--- src/hdl/pdc_pkg.sv ---
// shared types, constants and crc function for the frame checker
`timescale 1ns / 1ps
`default_nettype none
package pdc_pkg;

  localparam int HEADER_BYTES     = 12;
  localparam int CRC_PREFIX_BYTES = 8;
  localparam int HDR_IDX_W        = $clog2(HEADER_BYTES);
  localparam int COUNT_W          = 32;
  localparam int LEN_W            = COUNT_W + 1;

  localparam logic [15:0] CRC_POLY   = 16'h8408;
  localparam logic [15:0] CRC_INIT   = 16'hFFFF;
  localparam logic [15:0] CRC_XOROUT = 16'hFFFF;

  // frame status codes
  localparam logic [2:0] ST_OK       = 3'd0;
  localparam logic [2:0] ST_SHORT    = 3'd1;
  localparam logic [2:0] ST_SIZE     = 3'd2;
  localparam logic [2:0] ST_VERSION  = 3'd3;
  localparam logic [2:0] ST_CHECKSUM = 3'd4;

  // configuration register indexes
  localparam int CFG_INDEX_W = 8;
  localparam int CFG_DATA_W  = 32;
  localparam logic [CFG_INDEX_W-1:0] REG_PROTOCOL_VERSION = 8'd0;
  localparam logic [CFG_INDEX_W-1:0] REG_MAX_FRAME_SIZE   = 8'd1;

  localparam logic [15:0] PROTOCOL_VERSION_RESET = 16'd1;
  localparam logic [31:0] MAX_FRAME_SIZE_RESET   = 32'd1048576;

  // queue between front and back, depth a power of two
  localparam int QUEUE_DEPTH = 4;
  localparam int QPTR_W      = $clog2(QUEUE_DEPTH);
  localparam int QCNT_W      = QPTR_W + 1;

  // one classified byte, as the front hands it to the back
  typedef struct packed {
    logic [7:0]           data;
    logic                 last;
    logic                 payload;
    logic                 crc_en;
    logic                 hdr_en;
    logic [HDR_IDX_W-1:0] hdr_idx;
    logic                 too_short;
    logic [LEN_W-1:0]     len;
  } entry_t;

  // reflected crc-16 over one byte
  function automatic logic [15:0] crc_byte(input logic [15:0] crc_in, input logic [7:0] b);
    logic [15:0] c;
    c = crc_in ^ {8'h00, b};
    for (int i = 0; i < 8; i++) begin
      c = c[0] ? ((c >> 1) ^ CRC_POLY) : (c >> 1);
    end
    return c;
  endfunction

endpackage
`default_nettype wire

--- src/hdl/pdc_if.sv ---
// channel interfaces: received bytes, results, configuration writes
`timescale 1ns / 1ps
`default_nettype none
interface pdc_byte_if;
  logic       valid;
  logic       ready;
  logic [7:0] data_byte;
  logic       last_byte;
  modport source (output valid, output data_byte, output last_byte, input ready);
  modport sink (input valid, input data_byte, input last_byte, output ready);
endinterface

interface pdc_result_if;
  logic        valid;
  logic        ready;
  logic [7:0]  payload_byte;
  logic        payload_valid;
  logic        frame_done;
  logic [2:0]  frame_status;
  logic [15:0] command_code;
  modport source (output valid, output payload_byte, output payload_valid,
                  output frame_done, output frame_status, output command_code,
                  input ready);
  modport sink (input valid, input payload_byte, input payload_valid,
                input frame_done, input frame_status, input command_code,
                output ready);
endinterface

interface pdc_cfg_if;
  logic        valid;
  logic        ready;
  logic [7:0]  index;
  logic [31:0] data;
  modport source (output valid, output index, output data, input ready);
  modport sink (input valid, input index, input data, output ready);
endinterface
`default_nettype wire

--- src/hdl/pdc_front.sv ---
// front end: byte counter and per-byte classification
`timescale 1ns / 1ps
`default_nettype none
module pdc_front (
  input  wire logic            clk,
  input  wire logic            rst,
  pdc_byte_if.sink             byte_ch,
  input  wire logic            queue_full,
  output pdc_pkg::entry_t      push_entry,
  output logic                 push
);
  import pdc_pkg::*;

  logic [COUNT_W-1:0] count;
  logic [COUNT_W-1:0] count_next;
  logic               take;

  assign byte_ch.ready = !queue_full;
  assign take          = byte_ch.valid && !queue_full;
  assign push          = take;

  always_comb begin
    push_entry.data      = byte_ch.data_byte;
    push_entry.last      = byte_ch.last_byte;
    push_entry.payload   = count >= COUNT_W'(HEADER_BYTES);
    push_entry.crc_en    = (count < COUNT_W'(CRC_PREFIX_BYTES)) ||
                           (count >= COUNT_W'(HEADER_BYTES));
    push_entry.hdr_en    = count < COUNT_W'(HEADER_BYTES);
    push_entry.hdr_idx   = count[HDR_IDX_W-1:0];
    push_entry.len       = {1'b0, count} + LEN_W'(1);
    push_entry.too_short = push_entry.len < LEN_W'(HEADER_BYTES);
  end

  // saturating count, cleared after the last byte
  always_comb begin
    count_next = count;
    if (take) begin
      if (byte_ch.last_byte) begin
        count_next = '0;
      end else if (count != {COUNT_W{1'b1}}) begin
        count_next = count + COUNT_W'(1);
      end
    end
  end

  always_ff @(posedge clk) begin
    if (rst) begin
      count <= '0;
    end else begin
      count <= count_next;
    end
  end

endmodule
`default_nettype wire

--- src/hdl/pdc_queue.sv ---
// short fifo between front and back
`timescale 1ns / 1ps
`default_nettype none
module pdc_queue (
  input  wire logic            clk,
  input  wire logic            rst,
  input  wire logic            push,
  input  wire pdc_pkg::entry_t push_entry,
  output logic                 full,
  input  wire logic            pop,
  output pdc_pkg::entry_t      head,
  output logic                 not_empty
);
  import pdc_pkg::*;

  entry_t            slots [QUEUE_DEPTH];
  logic [QPTR_W-1:0] wr_ptr;
  logic [QPTR_W-1:0] rd_ptr;
  logic [QCNT_W-1:0] fill;
  logic              do_push;
  logic              do_pop;

  assign full      = fill == QCNT_W'(QUEUE_DEPTH);
  assign not_empty = fill != '0;
  assign do_push   = push && !full;
  assign do_pop    = pop && not_empty;
  assign head      = slots[rd_ptr];

  always_ff @(posedge clk) begin
    if (do_push) begin
      slots[wr_ptr] <= push_entry;
    end
  end

  always_ff @(posedge clk) begin
    if (rst) begin
      wr_ptr <= '0;
      rd_ptr <= '0;
      fill   <= '0;
    end else begin
      if (do_push) begin
        wr_ptr <= wr_ptr + QPTR_W'(1);
      end
      if (do_pop) begin
        rd_ptr <= rd_ptr + QPTR_W'(1);
      end
      if (do_push && !do_pop) begin
        fill <= fill + QCNT_W'(1);
      end else if (do_pop && !do_push) begin
        fill <= fill - QCNT_W'(1);
      end
    end
  end

endmodule
`default_nettype wire

--- src/hdl/pdc_back.sv ---
// back end: header capture, crc, status and result register
`timescale 1ns / 1ps
`default_nettype none
module pdc_back (
  input  wire logic            clk,
  input  wire logic            rst,
  input  wire pdc_pkg::entry_t head,
  input  wire logic            head_valid,
  output logic                 pop,
  input  wire logic [15:0]     protocol_version,
  input  wire logic [31:0]     max_frame_size,
  pdc_result_if.source         result_ch
);
  import pdc_pkg::*;

  logic [31:0] header_size;
  logic [15:0] header_command;
  logic [15:0] header_version;
  logic [31:0] header_checksum;
  logic [15:0] crc_value;

  logic [31:0] header_size_next;
  logic [15:0] header_command_next;
  logic [15:0] header_version_next;
  logic [31:0] header_checksum_next;
  logic [15:0] crc_value_next;
  logic [2:0]  status;

  logic        out_valid;
  logic [7:0]  out_payload_byte;
  logic        out_payload_valid;
  logic        out_frame_done;
  logic [2:0]  out_frame_status;
  logic [15:0] out_command_code;

  // take the next byte whenever the result register is free or draining
  assign pop = head_valid && (!out_valid || result_ch.ready);

  always_comb begin
    header_size_next     = header_size;
    header_command_next  = header_command;
    header_version_next  = header_version;
    header_checksum_next = header_checksum;
    if (head.hdr_en) begin
      unique case (head.hdr_idx)
        4'd0:    header_size_next[31:24]     = head.data;
        4'd1:    header_size_next[23:16]     = head.data;
        4'd2:    header_size_next[15:8]      = head.data;
        4'd3:    header_size_next[7:0]       = head.data;
        4'd4:    header_command_next[15:8]   = head.data;
        4'd5:    header_command_next[7:0]    = head.data;
        4'd6:    header_version_next[15:8]   = head.data;
        4'd7:    header_version_next[7:0]    = head.data;
        4'd8:    header_checksum_next[31:24] = head.data;
        4'd9:    header_checksum_next[23:16] = head.data;
        4'd10:   header_checksum_next[15:8]  = head.data;
        4'd11:   header_checksum_next[7:0]   = head.data;
        default: ;
      endcase
    end
    crc_value_next = head.crc_en ? crc_byte(crc_value, head.data) : crc_value;
  end

  // checks in priority order
  always_comb begin
    priority if (head.too_short) begin
      status = ST_SHORT;
    end else if ((header_size_next > max_frame_size) ||
                 ({1'b0, header_size_next} != head.len)) begin
      status = ST_SIZE;
    end else if (header_version_next != protocol_version) begin
      status = ST_VERSION;
    end else if (header_checksum_next != {16'h0000, crc_value_next ^ CRC_XOROUT}) begin
      status = ST_CHECKSUM;
    end else begin
      status = ST_OK;
    end
  end

  always_ff @(posedge clk) begin
    if (rst) begin
      header_size     <= '0;
      header_command  <= '0;
      header_version  <= '0;
      header_checksum <= '0;
      crc_value       <= CRC_INIT;
    end else if (pop) begin
      if (head.last) begin
        header_size     <= '0;
        header_command  <= '0;
        header_version  <= '0;
        header_checksum <= '0;
        crc_value       <= CRC_INIT;
      end else begin
        header_size     <= header_size_next;
        header_command  <= header_command_next;
        header_version  <= header_version_next;
        header_checksum <= header_checksum_next;
        crc_value       <= crc_value_next;
      end
    end
  end

  always_ff @(posedge clk) begin
    if (rst) begin
      out_valid <= 1'b0;
    end else if (pop) begin
      out_valid <= 1'b1;
    end else if (result_ch.ready) begin
      out_valid <= 1'b0;
    end
  end

  always_ff @(posedge clk) begin
    if (pop) begin
      out_payload_byte  <= head.payload ? head.data : 8'h00;
      out_payload_valid <= head.payload;
      out_frame_done    <= head.last;
      out_frame_status  <= head.last ? status : ST_OK;
      out_command_code  <= head.last ? header_command_next : 16'h0000;
    end
  end

  assign result_ch.valid         = out_valid;
  assign result_ch.payload_byte  = out_payload_byte;
  assign result_ch.payload_valid = out_payload_valid;
  assign result_ch.frame_done    = out_frame_done;
  assign result_ch.frame_status  = out_frame_status;
  assign result_ch.command_code  = out_command_code;

endmodule
`default_nettype wire

--- src/hdl/packet_deframer_crc16_check.sv ---
// top level of the length-prefixed frame checker with crc-16/x-25
//
// usage:
//   byte_ch   : one received frame byte per request, last_byte flags the end
//   result_ch : one result per byte; payload_byte/payload_valid for bytes at
//               offset 12 and up, frame_done with frame_status and
//               command_code on the last byte of a frame
//   cfg_ch    : register writes, index 0 protocol_version, index 1
//               max_frame_size; other indexes are ignored; always ready
// throughput: one byte per cycle while result_ch is ready, set by the
//   byte-wide crc update in the back end; front counter and back end are
//   split by a four-entry queue, and the result register drives result_ch
// reset (synchronous, active high) empties the queue and the result
//   register, clears the frame state and loads the register defaults
// when result_ch stalls the result register holds, the queue fills and
//   byte_ch.ready drops once it is full; nothing is lost or repeated
// user writes configuration only while no frame byte is in flight; unchecked
`timescale 1ns / 1ps
`default_nettype none
module packet_deframer_crc16_check (
  input  wire logic     clk,
  input  wire logic     rst,
  pdc_byte_if.sink      byte_ch,
  pdc_result_if.source  result_ch,
  pdc_cfg_if.sink       cfg_ch
);
  import pdc_pkg::*;

  // configuration registers
  logic [15:0] protocol_version;
  logic [31:0] max_frame_size;

  // front to queue
  entry_t push_entry;
  logic   push;
  logic   queue_full;

  // queue to back
  entry_t head;
  logic   head_valid;
  logic   pop;

  // register writes taken every cycle; version keeps only the low 16 bits
  assign cfg_ch.ready = 1'b1;

  always_ff @(posedge clk) begin
    if (rst) begin
      protocol_version <= PROTOCOL_VERSION_RESET;
      max_frame_size   <= MAX_FRAME_SIZE_RESET;
    end else if (cfg_ch.valid) begin
      if (cfg_ch.index == REG_PROTOCOL_VERSION) begin
        protocol_version <= cfg_ch.data[15:0];
      end else if (cfg_ch.index == REG_MAX_FRAME_SIZE) begin
        max_frame_size <= cfg_ch.data;
      end
    end
  end

  // counts bytes and tags each one with its role in the frame
  pdc_front u_front (
    .clk        (clk),
    .rst        (rst),
    .byte_ch    (byte_ch),
    .queue_full (queue_full),
    .push_entry (push_entry),
    .push       (push)
  );

  // lets the front keep taking bytes while the back waits on the receiver
  pdc_queue u_queue (
    .clk        (clk),
    .rst        (rst),
    .push       (push),
    .push_entry (push_entry),
    .full       (queue_full),
    .pop        (pop),
    .head       (head),
    .not_empty  (head_valid)
  );

  // header capture, crc, checks and the result register
  pdc_back u_back (
    .clk              (clk),
    .rst              (rst),
    .head             (head),
    .head_valid       (head_valid),
    .pop              (pop),
    .protocol_version (protocol_version),
    .max_frame_size   (max_frame_size),
    .result_ch        (result_ch)
  );

endmodule
`default_nettype wire

--- src/flat_wrapper.sv ---
// flat-port wrapper written by rule: the top's interface ports become plain ports
module packet_deframer_crc16_check_flat import pdc_pkg::*;
  (clk, rst, byte_ch_valid, byte_ch_data_byte, byte_ch_last_byte, byte_ch_ready, result_ch_valid, result_ch_payload_byte, result_ch_payload_valid, result_ch_frame_done, result_ch_frame_status, result_ch_command_code, result_ch_ready, cfg_ch_valid, cfg_ch_index, cfg_ch_data, cfg_ch_ready);
  pdc_byte_if byte_ch_i ();
  pdc_result_if result_ch_i ();
  pdc_cfg_if cfg_ch_i ();
  input  wire logic clk;
  input  wire logic rst;
  input wire logic [$bits(byte_ch_i.valid)-1:0] byte_ch_valid;
  input wire logic [$bits(byte_ch_i.data_byte)-1:0] byte_ch_data_byte;
  input wire logic [$bits(byte_ch_i.last_byte)-1:0] byte_ch_last_byte;
  output wire logic [$bits(byte_ch_i.ready)-1:0] byte_ch_ready;
  output wire logic [$bits(result_ch_i.valid)-1:0] result_ch_valid;
  output wire logic [$bits(result_ch_i.payload_byte)-1:0] result_ch_payload_byte;
  output wire logic [$bits(result_ch_i.payload_valid)-1:0] result_ch_payload_valid;
  output wire logic [$bits(result_ch_i.frame_done)-1:0] result_ch_frame_done;
  output wire logic [$bits(result_ch_i.frame_status)-1:0] result_ch_frame_status;
  output wire logic [$bits(result_ch_i.command_code)-1:0] result_ch_command_code;
  input wire logic [$bits(result_ch_i.ready)-1:0] result_ch_ready;
  input wire logic [$bits(cfg_ch_i.valid)-1:0] cfg_ch_valid;
  input wire logic [$bits(cfg_ch_i.index)-1:0] cfg_ch_index;
  input wire logic [$bits(cfg_ch_i.data)-1:0] cfg_ch_data;
  output wire logic [$bits(cfg_ch_i.ready)-1:0] cfg_ch_ready;
  assign byte_ch_i.valid = byte_ch_valid;
  assign byte_ch_i.data_byte = byte_ch_data_byte;
  assign byte_ch_i.last_byte = byte_ch_last_byte;
  assign byte_ch_ready = byte_ch_i.ready;
  assign result_ch_valid = result_ch_i.valid;
  assign result_ch_payload_byte = result_ch_i.payload_byte;
  assign result_ch_payload_valid = result_ch_i.payload_valid;
  assign result_ch_frame_done = result_ch_i.frame_done;
  assign result_ch_frame_status = result_ch_i.frame_status;
  assign result_ch_command_code = result_ch_i.command_code;
  assign result_ch_i.ready = result_ch_ready;
  assign cfg_ch_i.valid = cfg_ch_valid;
  assign cfg_ch_i.index = cfg_ch_index;
  assign cfg_ch_i.data = cfg_ch_data;
  assign cfg_ch_ready = cfg_ch_i.ready;
  packet_deframer_crc16_check u_core (.clk(clk), .rst(rst), .byte_ch(byte_ch_i), .result_ch(result_ch_i), .cfg_ch(cfg_ch_i));
endmodule
--- config.mk ---
export PLATFORM = sky130hd
export DESIGN_NAME = packet_deframer_crc16_check_flat
export DESIGN_NICKNAME = d
export VERILOG_FILES = /design/src/hdl/pdc_pkg.sv /design/src/hdl/pdc_if.sv /design/src/hdl/pdc_front.sv /design/src/hdl/pdc_queue.sv /design/src/hdl/pdc_back.sv /design/src/hdl/packet_deframer_crc16_check.sv /design/src/flat_wrapper.sv
export SDC_FILE = /design/constraint.sdc
export NUM_CORES = 1
export LEC_CHECK = 0
export ABC_AREA = 1
export BUFFER_PORTS_ARGS = -buffer_cell sky130_fd_sc_hd__buf_2
export CAP_MARGIN = 10
export CELL_PAD_IN_SITES_DETAIL_PLACEMENT = 0
export CELL_PAD_IN_SITES_GLOBAL_PLACEMENT = 1
export CORE_ASPECT_RATIO = 1.25
export CORE_UTILIZATION = 46
export DETAILED_ROUTE_END_ITERATION = 6
export PLACE_DENSITY_LB_ADDON = 0.15
export SETUP_SLACK_MARGIN = 0.15
export SYNTH_ARGS = -nofsm -noshare
export SYNTH_HDL_FRONTEND = slang
export SYNTH_SLANG_ARGS = --single-unit
--- constraint.sdc ---
create_clock -name clk -period 5.95 [get_ports clk]
set_clock_uncertainty 0.2 [all_clocks]
set_input_delay 0.595 -clock clk [delete_from_list [all_inputs] [get_ports clk]]
set_output_delay 0.595 -clock clk [all_outputs]
set_load 0.005 [all_outputs]
==> impl_metrics.ini <==
[outcome]
status = finished clean

[synthesis]
ys_ff_latch = 431
yosys_warnings = 0
synth-edff-count = 229
netlist_instances = 2709
synth_common_cells = nand2_1, inv_1, edfxtp_1, a21oi_1, dfxtp_1
ys_seq_area_frac = 0.5082
synth.largest_area_cell = edfxtp_1
synth_top_area_share = 0.3200
synth_area_um2 = 21490
synth.most_common_cell = nand2_1
synth_cell_types = 50
synthesis.nets = 2803
avgSynthCellArea_um2 = 7.933
ys.flop_type = edfxtp_1
synthArstFlopShare = 0
yosys-top-cells-area = edfxtp_1, dfxtp_1, nand2_1, a21oi_1, inv_1

[cts]
clkSinkCount = 431
cts_resized = 0
tritoncts = built
cts_made_buffers = 47
cts_htree_levels = 2
clk_latency_ns = 0.59
clockBufferDepth = 3
clk_transition_reported_paths_ns = 0.06
cts_root_buf = clkbuf_16

[power]
power_density_nw_per_um2 = 495.8
ir_drop_mv = 0.2975
power.leakage_nw = 10.14

[sta]
worst_pin_slew_ns = 1.223
hold_viol_final = 0
fin_crit_ns = 4.720
setup_tns_ns = 0
relSlewSlack = 0.1820
timing.fmax_mhz = 211.9
fin_crit_sh = 0.7933
rsz0062_at_grt = false
maxSlewViolCount = 0
finalSetupViolations = 0
whs_ns = 0.04529

[finish]
fillers = 4373
final_area_um2 = 23940
postLayoutCoreUtil = 0.5190
area_growth_pct = 11.42
antenna_cells = 0
drive_gt1_frac = 0.08572
fin_cells = 3373
final_net_count = 2844

[die]
num_rows = 88
dieArea_um2 = 47590
die_x_um = 195.3
io_pins = 86
die_y_um = 243.7
core_um2 = 46130
start_util = 0.4658

[hold_path]
worstHoldPathType = in2reg
whs_path_depth = 1

[placement]
dp.cells = 3282
port_buffers = 84
dpl.hpwl_um = 41260
placed_cell_area_um2 = 22290
place.gp.congestion = 0.8912

[global_routing]
grt_pass1_vias = 16780
grt_max_degree = 79
grt_usage = 0.2571
grt.overflow.total = 0
grt_first_pass_wirelength_um = 94560
antenna_found_initial = 0

[drt]
drc_errors = 0
dr.pass1.iters = 5
ant_nets = 0
post_drt_via_cell_ratio = 5.312
wl_per_cell_um = 18.10
vias = 17920
drt-initial-drc-count = 1250
routed_wl_um = 61060

[setup_path]
worstSetupStartpointType = flop
critPathKind = reg2reg
arrival_ns = 4.87
reg2reg_depth = 25
end_kind = flop
r2r_slack_ns = 1.23
reg2reg_to = u_core.u_back.result_ch.frame_status[1]
crit_fanout = 57
crit_path_end = u_core.u_back.result_ch.frame_status[1]
crit_required_ns = 6.10

[run]
maxCapViolations = 0
[cell type report]
cell class	count	area, um^2	area share
Multi-Input combinational cell	1867	8924	0.3727
Sequential cell	431	10920	0.4563
Tap cell	585	732.0	0.03057
Timing Repair Buffer	115	665.6	0.02780
Clock inverter	26	329.1	0.01374
Inverter	288	1089	0.04546
Clock buffer	61	1280	0.05346
[cells in the final DEF (no fill, tap or decap), types with 24 or more instances in the layout]
| master | synthesis | routed |
|---|---|---|
| buf_4 | 11 | 28 |
| a21oi_1 | 213 | 213 |
| ha_1 | 39 | 39 |
| dfxtp_1 | 202 | 201 |
| inv_1 | 279 | 279 |
| nand2_1 | 916 | 916 |
| nor2_1 | 161 | 157 |
| o22ai_1 | 24 | 24 |
| xor2_1 | 27 | 27 |
| nand3_1 | 165 | 164 |
| edfxtp_1 | 229 | 229 |
| o21ai_0 | 130 | 130 |
| buf_2 | 33 | 83 |
| clkbuf_16 | 0 | 48 |
[power breakdown]
group | leakage, nW | internal (mW) | switching [mW]
combinational | 5.47 | 1.39 | 3.74
clock | 0.774 | 1.83 | 1.23
sequential | 3.89 | 3.52 | 0.162
[kinds of logic (layout without fill, tap and decap cells)]
family                   count (synthesis)  in the layout  share of synthesized area
AND/OR/NAND/NOR                       1354           1354                     0.2630
AO/OA/AOI/OAI                          437            437                     0.1116
flip-flops                             431            431                     0.5082
buffers and inverters                  411            490                    0.07913
adder cells (fa/ha/maj)                 40             40                    0.02364
XOR/XNOR                                35             35                    0.01427
other                                    1              1                  0.0001745
[metal layers]
metal | wire [um] | up-vias | global-route usage
li1 | - | 8984 | -
met1 | 27450 | 8464 | 0.3335
met2 | 29440 | 383 | 0.4440
met3 | 2371 | 86 | 0.02464
met4 | 1798 | 0 | 0.09403
met5 | 0 | - | 0
[flip-flops by register name (all words and copies together), names as in the netlist, named ones only]
register / cells
u_core.u_queue.slots: 200
u_core.max_frame_size: 32
u_core.u_back.header_checksum: 32
u_core.u_back.header_size: 32
u_core.u_front.count: 32
u_core.protocol_version: 16
u_core.u_back.crc_value: 16
u_core.u_back.header_command: 16
u_core.u_back.header_version: 16
u_core.u_back.result_ch.command_code: 16
u_core.u_back.result_ch.payload_byte: 8
u_core.u_back.result_ch.frame_status: 3
u_core.u_queue.fill: 3
u_core.u_queue.rd_ptr: 2
u_core.u_queue.wr_ptr: 2
u_core.u_back.result_ch.frame_done: 1
u_core.u_back.result_ch.payload_valid: 1
u_core.u_back.result_ch.valid: 1
[timing repair]
action,4_1_cts,5_1_grt
hold buffers,4,0
buffers inserted,0,0
hold endpoints to repair,16,0
[worst min-delay path by stage]
| stage | slack [ns] | startpoint | to |
|---|---|---|---|
| floorplan | 0.24 | u_core.max_frame_size[10] | u_core.max_frame_size[10] |
| global placement | 0.25 | u_core.u_back.header_command[9] | u_core.u_back.header_command[9] |
| finish | 0.05 | byte_ch_data_byte[7] | u_core.u_queue.slots[1][49] |
| global route | 0.03 | byte_ch_data_byte[7] | u_core.u_queue.slots[1][49] |
| CTS | 0.02 | byte_ch_data_byte[7] | u_core.u_queue.slots[1][49] |
| detailed placement | 0.26 | u_core.u_back.header_size[6] | u_core.u_back.header_size[6] |
[per-stage QoR]
step           worst slack [ns]  power [mW]
6_report                  1.230       11.87
5_1_grt                  0.7264       12.64
4_1_cts                   1.257       11.95
3_5_place_dp              1.281       8.881
3_3_place_gp              1.335       8.826
2_1_floorplan             2.431       7.209
[critical path, stage by stage (launching register included)]
cell	delay (ns)
dfxtp_4	0.57
buf_4	0.55
nand2_1	0.14
nand2_1	0.10
nand2_1	0.05
nand2_1	0.15
nand2_2	0.12
nor2_1	0.61
nand2_1	0.09
o21ai_0	0.15
inv_1	0.11
ha_1	0.31
nand2_1	0.10
o21bai_1	0.11
a21oi_1	0.08
nor2_1	0.08
nand2_1	0.06
nand2_1	0.05
nand2_1	0.04
nand2_1	0.06
nand2_1	0.05
nor2_1	0.09
nand3_1	0.10
nor2_1	0.18
nand3b_1	0.11
and2_1	0.15
No activity file was read; power rests on OpenSTA's default activity.
